[config.mk]
export PLATFORM = sky130hd
export DESIGN_NAME = lagw_ctrl
export DESIGN_NICKNAME = d
export VERILOG_FILES = /design/src/rtl/lagw_pkg.sv /design/src/rtl/lagw_ctrl.sv
export SDC_FILE = /design/constraint.sdc
export NUM_CORES = 1
export LEC_CHECK = 0
export ABC_AREA = 0
export ABC_CLOCK_PERIOD_IN_PS = 4800
export BUFFER_PORTS_ARGS = -buffer_cell sky130_fd_sc_hd__clkbuf_2
export CAP_MARGIN = 15
export CORE_AREA = 2 2 39 41
export DETAILED_ROUTE_END_ITERATION = 8
export DIE_AREA = 0 0 41 43
export PLACE_DENSITY = 0.77
export SETUP_SLACK_MARGIN = 0.2
export SKIP_LAST_GASP = 1
export SYNTH_ARGS = -nofsm -noshare
export SYNTH_HDL_FRONTEND = slang
export SYNTH_SLANG_ARGS = --single-unit
[constraint.sdc]
create_clock -name clk_i -period 4.8 [get_ports clk_i]
set_clock_uncertainty 0.2 [all_clocks]
set_input_delay 0.96 -clock clk_i [delete_from_list [all_inputs] [get_ports clk_i]]
set_output_delay 0.96 -clock clk_i [all_outputs]
set_load 0.005 [all_outputs]
[src/rtl/lagw_pkg.sv]
// ----------------------------------------------------------------------------
// lagw_pkg
// Shared widths, codes and controller/datapath bundles of the lattice
// aggregation walker.
// ----------------------------------------------------------------------------
package lagw_pkg;

  localparam int OpW       = 2;
  localparam int CoordW    = 6;
  localparam int DirW      = 2;
  localparam int StatusW   = 3;
  localparam int CountW    = 13;
  localparam int GridSizeW = 7;
  localparam int StepW     = 16;
  localparam int CellW     = 2;
  localparam int CfgIdxW   = 2;
  localparam int CfgDataW  = 16;

  // operations
  localparam logic [OpW-1:0] OP_SEED  = 2'd0;
  localparam logic [OpW-1:0] OP_SPAWN = 2'd1;
  localparam logic [OpW-1:0] OP_MOVE  = 2'd2;

  // move directions
  localparam logic [DirW-1:0] DIR_XM = 2'd0;
  localparam logic [DirW-1:0] DIR_XP = 2'd1;
  localparam logic [DirW-1:0] DIR_YM = 2'd2;
  localparam logic [DirW-1:0] DIR_YP = 2'd3;

  // cell states
  localparam logic [CellW-1:0] CELL_EMPTY  = 2'd0;
  localparam logic [CellW-1:0] CELL_ADJ    = 2'd1;
  localparam logic [CellW-1:0] CELL_FILLED = 2'd2;

  // result status codes
  localparam logic [StatusW-1:0] ST_REJECT  = 3'd0;
  localparam logic [StatusW-1:0] ST_SEEDED  = 3'd1;
  localparam logic [StatusW-1:0] ST_SPAWNED = 3'd2;
  localparam logic [StatusW-1:0] ST_MOVED   = 3'd3;
  localparam logic [StatusW-1:0] ST_BLOCKED = 3'd4;
  localparam logic [StatusW-1:0] ST_PLACED  = 3'd5;
  localparam logic [StatusW-1:0] ST_DISCARD = 3'd6;

  // configuration register indexes
  localparam logic [CfgIdxW-1:0] REG_GRID_SIZE      = 2'd0;
  localparam logic [CfgIdxW-1:0] REG_STEP_LIMIT     = 2'd1;
  localparam logic [CfgIdxW-1:0] REG_PARTICLE_LIMIT = 2'd2;

  localparam logic [GridSizeW-1:0] GRID_SIZE_RST      = 7'd64;
  localparam logic [StepW-1:0]     STEP_LIMIT_RST     = 16'd256;
  localparam logic [CountW-1:0]    PARTICLE_LIMIT_RST = 13'd4096;

  // where a placed particle takes its coordinates from
  localparam logic [1:0] PSRC_IN  = 2'd0;
  localparam logic [1:0] PSRC_TGT = 2'd1;
  localparam logic [1:0] PSRC_POS = 2'd2;

  typedef struct packed {
    logic               clr_wr;
    logic               load_in;
    logic               probe_rd;
    logic               pos_rd;
    logic               spawn;
    logic               step_inc;
    logic               walk;
    logic               retire;
    logic               place_ld;
    logic [1:0]         place_src;
    logic               place_wr;
    logic               nb_step;
    logic               st_ld;
    logic [StatusW-1:0] st_val;
    logic               out_load;
  } lagw_cmd_t;

  typedef struct packed {
    logic clr_last;
    logic seed_go;
    logic spawn_go;
    logic move_go;
    logic probe_filled;
    logic probe_adj;
    logic bound_ok;
    logic step_end;
    logic pos_adj;
    logic nb_last;
  } lagw_stat_t;

endpackage

[src/rtl/lagw_ctrl.sv]
// ----------------------------------------------------------------------------
// lagw_ctrl
// Sequencer: grid clearing sweep, operation decode, placement walk over the
// four neighbours and result hand-off.
// ----------------------------------------------------------------------------
module lagw_ctrl (
  input  logic                 clk_i,
  input  logic                 rst_ni,
  input  logic                 in_valid_i,
  output logic                 in_ready_o,
  input  logic                 out_ready_i,
  output logic                 out_valid_o,
  input  lagw_pkg::lagw_stat_t stat_i,
  output lagw_pkg::lagw_cmd_t  cmd_o
);
  import lagw_pkg::*;

  localparam logic [2:0] S_CLEAR  = 3'd0;
  localparam logic [2:0] S_IDLE   = 3'd1;
  localparam logic [2:0] S_DECODE = 3'd2;
  localparam logic [2:0] S_EVAL   = 3'd3;
  localparam logic [2:0] S_END    = 3'd4;
  localparam logic [2:0] S_PLACE  = 3'd5;
  localparam logic [2:0] S_NB     = 3'd6;
  localparam logic [2:0] S_RESP   = 3'd7;

  logic [2:0] state_d, state_q;
  logic       out_valid_d, out_valid_q;
  logic       move_ok;

  assign move_ok     = stat_i.bound_ok && !stat_i.probe_filled;
  assign out_valid_o = out_valid_q;

  always_comb begin
    state_d     = state_q;
    out_valid_d = out_valid_q && !out_ready_i;
    in_ready_o  = 1'b0;
    cmd_o       = '0;
    case (state_q)
      S_CLEAR: begin
        cmd_o.clr_wr = 1'b1;
        if (stat_i.clr_last) begin
          state_d = S_IDLE;
        end
      end
      S_IDLE: begin
        in_ready_o = 1'b1;
        if (in_valid_i) begin
          cmd_o.load_in = 1'b1;
          state_d       = S_DECODE;
        end
      end
      S_DECODE: begin
        if (stat_i.seed_go || stat_i.spawn_go || stat_i.move_go) begin
          cmd_o.probe_rd = 1'b1;
          state_d        = S_EVAL;
        end else begin
          cmd_o.st_ld  = 1'b1;
          cmd_o.st_val = ST_REJECT;
          state_d      = S_RESP;
        end
      end
      S_EVAL: begin
        // current walker cell, needed if the walk ends without moving
        cmd_o.pos_rd = 1'b1;
        cmd_o.st_ld  = 1'b1;
        state_d      = S_RESP;
        if (stat_i.seed_go) begin
          if (!stat_i.probe_filled) begin
            cmd_o.place_ld  = 1'b1;
            cmd_o.place_src = PSRC_IN;
            cmd_o.st_val    = ST_SEEDED;
            state_d         = S_PLACE;
          end else begin
            cmd_o.st_val = ST_REJECT;
          end
        end else if (stat_i.spawn_go) begin
          if (!stat_i.probe_filled) begin
            cmd_o.spawn  = 1'b1;
            cmd_o.st_val = ST_SPAWNED;
          end else begin
            cmd_o.st_val = ST_REJECT;
          end
        end else begin
          cmd_o.step_inc = 1'b1;
          cmd_o.walk     = move_ok;
          if (move_ok && stat_i.probe_adj) begin
            cmd_o.retire    = 1'b1;
            cmd_o.place_ld  = 1'b1;
            cmd_o.place_src = PSRC_TGT;
            cmd_o.st_val    = ST_PLACED;
            state_d         = S_PLACE;
          end else if (stat_i.step_end) begin
            cmd_o.retire = 1'b1;
            if (move_ok) begin
              cmd_o.st_val = ST_DISCARD;
            end else begin
              cmd_o.st_ld = 1'b0;
              state_d     = S_END;
            end
          end else begin
            cmd_o.st_val = move_ok ? ST_MOVED : ST_BLOCKED;
          end
        end
      end
      S_END: begin
        cmd_o.st_ld = 1'b1;
        if (stat_i.pos_adj) begin
          cmd_o.place_ld  = 1'b1;
          cmd_o.place_src = PSRC_POS;
          cmd_o.st_val    = ST_PLACED;
          state_d         = S_PLACE;
        end else begin
          cmd_o.st_val = ST_DISCARD;
          state_d      = S_RESP;
        end
      end
      S_PLACE: begin
        cmd_o.place_wr = 1'b1;
        state_d        = S_NB;
      end
      S_NB: begin
        cmd_o.nb_step = 1'b1;
        if (stat_i.nb_last) begin
          state_d = S_RESP;
        end
      end
      S_RESP: begin
        if (!out_valid_q || out_ready_i) begin
          cmd_o.out_load = 1'b1;
          out_valid_d    = 1'b1;
          state_d        = S_IDLE;
        end
      end
      default: begin
        state_d = S_IDLE;
      end
    endcase
  end

  always_ff @(posedge clk_i or negedge rst_ni) begin
    if (!rst_ni) begin
      state_q     <= S_CLEAR;
      out_valid_q <= 1'b0;
    end else begin
      state_q     <= state_d;
      out_valid_q <= out_valid_d;
    end
  end

endmodule

# Word-level counts from Yosys, hierarchy flattened
# Index checks and enable logic that the tools add are counted.
dict set report totals {
  output_inout_bits 20
  ram_bits 0
  n_memories 0
  latch_bits 0
  mem_bits_ro 0
  regBits 4
}
dict set report classes {
  n_eq_ne 11
  div 0
  shifts 0
  bitwise 0
  multipliers 0
  reduce_logical 11
  n_mux 53
  add_sub_neg 0
  n_lt_le_gt_ge 0
}
# op n
set ops {}
lappend ops {{2-to-1 mux 3 bit} 16}
lappend ops {{one-hot mux 3 bit (8 select lines)} 1}
lappend ops {{2-to-1 mux 1 bit} 22}
lappend ops {{2-to-1 mux 2 bit} 8}
lappend ops {{== test 3 bit (second input constant)} 4}
lappend ops {{one-hot mux 4 bit (3 select lines)} 1}
lappend ops {{2-to-1 mux 4 bit} 2}
lappend ops {{inequality test 2 bit (second input constant)} 4}
lappend ops {{== test 3 x 2 -> 1 bit (second input constant)} 2}
lappend ops {{2-to-1 mux 6 bit} 1}
lappend ops {{one-hot mux 3 bit (2 select lines)} 1}
lappend ops {{2-to-1 mux 5 bit} 1}
lappend ops {{AND reduction 4 bit} 1}
lappend ops {{== test 3 x 1 -> 1 bit (second input constant)} 1}
lappend ops {{logical AND 1 bit} 3}
lappend ops {{logical NOT 1 bit} 3}
lappend ops {{logical NOT 3 bit} 1}
lappend ops {{logical OR 1 bit} 3}

# Logic depth before layout (Yosys ltp)
dict set report logic_depth {
  depth_word 8
  depth_mapped 5
}

# Least setup slack after synthesis
# Ideal clock, no wire load.
dict set report synth_path {
  path_kind {input to output}
  startpoint {input port stat_i[5] (netlist name)}
  endpoint {output port cmd_o[4] (netlist name)}
  path_buffers 0
  t_arrival_ns 1.620
  t_required_ns 3.640
  stages 4
  path_slack_ns 2.020
  cell_sequence {nand2b_1 -> ha_1 -> a31oi_1 -> a31o_2}
}
# element line
set synth_lines {}
lappend synth_lines {{from (decl)} lagw_ctrl.sv:13} ;# input lagw_pkg::lagw_stat_t stat_i,
lappend synth_lines {{to (decl)} lagw_ctrl.sv:14} ;# output lagw_pkg::lagw_cmd_t cmd_o

==> flow_metrics.py <==
metrics = {
    "run_status": {
        "outcome": "finished clean",
    },
    "timing": {
        "slew_headroom": 0.648,
        "setup_violations": 0,
        "fmax_mhz": 324,
        "rsz0062_at_grt": "false",
        "min_period_ns": 3.09,
        "tns_ns": 0,
        "fin_hold_ws_ns": 0.323,
        "finalCritPeriodShare": 0.643,
        "tightest_slew_ns": 0.528,
        "drv_slew": 0,
        "final_hold_viol_count": 0,
    },
    "pwr": {
        "power_uw": 344,
        "power-per-cell-area_nw_per_um2": 497,
        "ir_drop_v": 0.000133,
        "power.leakage_nw": 0.371,
    },
    "clock_tree": {
        "cts_root_buffer": "clkbuf_4",
        "clk_latency_ns": 0.23,
        "cts.reportedPaths.clkPinSlew_ns": 0.04,
        "ctsHoldBuffers": 0,
        "htreeDepth": 1,
        "cts_sinks": 4,
        "cts_tree": "built",
        "cts_setup_buffers": 0,
        "clock_path_buffers": 2,
        "cts_made_buffers": 3,
        "post_cts_resized": 0,
    },
    "global_routing": {
        "grt_pass1_wl_um": 2170,
        "grt-ovfl-total": 0,
        "grt_usage": 0.171,
        "antenna_found_initial": 0,
        "grt_max_degree": 19,
        "grt_pass1_vias": 548,
    },
    "critical_path": {
        "cp_slowest_cell": "a31oi_1",
        "cp-endpoint": "cmd_o[4]",
        "crit_type": "input pin to output port",
        "cp-end-kind": "output port",
        "cp_cell_sequence": "clkbuf_2 -> nand2b_1 -> ha_1 -> a31oi_1 -> a31o_2 -> clkbuf_2",
        "reg2reg_to": "state_q[1]",
        "cpPeakStageDelay_ns": 0.21,
        "reg2reg_depth": 4,
        "r2r-start": "state_q[1]",
        "cp.required_ns": 3.64,
        "crit_path_start_kind": "input pin",
        "cp_data_arrival_time_ns": 1.93,
        "cpMostUsedCell": "clkbuf_2",
        "cp_max_fo": 5,
        "cp-startpoint": "stat_i[5]",
        "r2r_setup_slack_ns": 3.26,
    },
    "drt": {
        "drt-vias-per-instance": 5.39,
        "wl_per_cell_um": 11.2,
        "ant_nets": 0,
        "dr_total_vias": 663,
        "drt-initial-drc-count": 9,
        "drc_errors": 0,
        "totalWireLength_um": 1370,
        "first_pass_iters": 4,
    },
    "synth": {
        "async_flop_share": 1.00,
        "syn_inst": 76,
        "ys.flop_type": "dfrtp_1",
        "ys_ff_latch": 4,
        "seq_area_frac_synth": 0.193,
        "syn-num-nets": 91,
        "synthesis.area_um2": 519,
        "avgSynthCellArea_um2": 6.83,
        "ys_types": 32,
        "synth_edf_count": 0,
        "yosysWarnings": 0,
    },
    "finish": {
        "fill_cells": 150,
        "multi_input_area_um2": 367,
        "diodes": 0,
        "drive_above_1_share": 0.383,
        "layout.nets": 124,
        "area_growth_pct": 33.5,
        "register_area_um2": 100,
    },
    "place": {
        "dp_hpwl_um": 1080,
        "routabilityCongestion": 0.828,
        "portBuffers": 33,
    },
    "die": {
        "coreArea_um2": 1380,
        "start_util": 0.375,
        "die_h_um": 43,
        "die_x_um": 41,
        "io_pins": 34,
        "dieArea_um2": 1760,
        "num_rows": 14,
    },
    "flow_run": {
        "max-cap-violations": 0,
    },
    "min_path": {
        "min_path_type": "input pin to asynchronous set/reset pin",
    },
}
[cell type report]
type,instances,area share
Clock buffer,3,0.0325
Inverter,5,0.0271
Multi-Input combinational cell,62,0.529
Sequential cell,4,0.144
Tap cell,16,0.0289
Timing Repair Buffer,33,0.238
[Yosys cell counts (2+ instances only)]
library cell  count  area share
a21oi_1           6       0.058
a31oi_1           2       0.024
buf_2             3       0.029
dfrtp_1           4        0.19
inv_1             4       0.029
nand2_1           6       0.043
nand2b_1          4       0.048
nand3_1           4       0.039
nor2_1            9       0.065
nor2b_1           4       0.048
nor3_1            4       0.039
o21ai_0           6       0.058
[report_power, final]
| part | switching (mW) | leakage [nW] | internal [mW] |
|---|---|---|---|
| logic | 0.0989 | 0.311 | 0.0981 |
| clock network | 0.0124 | 0.0138 | 0.0279 |
| registers | 0.0562 | 0.0463 | 0.0509 |
| total | 0.168 | 0.371 | 0.177 |
[flip-flops by register name (all words and copies together) (netlist names)]
| signal | count |
|---|---|
| out_valid_o | 1 |
| state_q | 3 |
[routing by layer]
layer  vias up  part of all wire  global-route usage
li1        334                 -                   -
met1       301              0.46               0.232
met2        28              0.46               0.266
met3         0             0.079              0.0209
met4         0                 0              0.0600
met5         -                 0                   0
[cell usage in the layout (no fill, tap or decap), drive strengths merged]
cell type  instances
a211oi             1
a21oi              6
a22oi              1
a31o               1
a31oi              2
and2               1
and3               1
and3b              1
clkbuf            36
dfrtp              4
ha                 1
inv                5
nand2              7
nand2b             4
nand3              4
nand3b             1
nand4              1
nor2               9
nor2b              4
nor3               4
nor3b              1
nor4b              1
o21ai              6
o22ai              1
o311ai             1
o32ai              1
or3                2
[worst min path at each step]
stage / from / to / slack [ns] / depth (start not counted)
3_3_place_gp: out_valid_o / out_valid_o / 0.31 / 2
6_report: rst_ni / state_q[0] / 0.32 / 1
5_1_grt: rst_ni / state_q[2] / 0.32 / 1
3_5_place_dp: out_valid_o / out_valid_o / 0.32 / 2
4_1_cts: rst_ni / state_q[0] / 0.32 / 1
2_1_floorplan: out_valid_o / out_valid_o / 0.30 / 2
[critical path: cells and delay by family]
kind	cells	cell delay [ns]
compound gates	2	0.39
buf+inv	2	0.20
simple gates	1	0.17
fa+ha+maj	1	0.19
[kinds of logic (layout without fill, tap and decap cells)]
family,Yosys count,in the layout,share of synthesized area
and+or+nand+nor,41,41,0.436
AOI/OAI and AO/OA,20,20,0.246
buffers and inverters,10,41,0.101
DFF,4,4,0.193
adders and majority gates,1,1,0.0241
[stage by stage]
step | cells | setup slack [ns] | util | instance area [um^2]
after floorplan | 76 | 2.02 | - | 519
after global placement | 120 | 1.78 | 0.485 | 671
after detailed placement | 120 | 1.73 | 0.485 | 671
after CTS | 123 | 1.73 | 0.501 | 693
after global routing | 123 | 1.64 | 0.501 | 693
final | 123 | 1.71 | 0.501 | 693
Note: power is estimated with default switching activity, not from simulation.
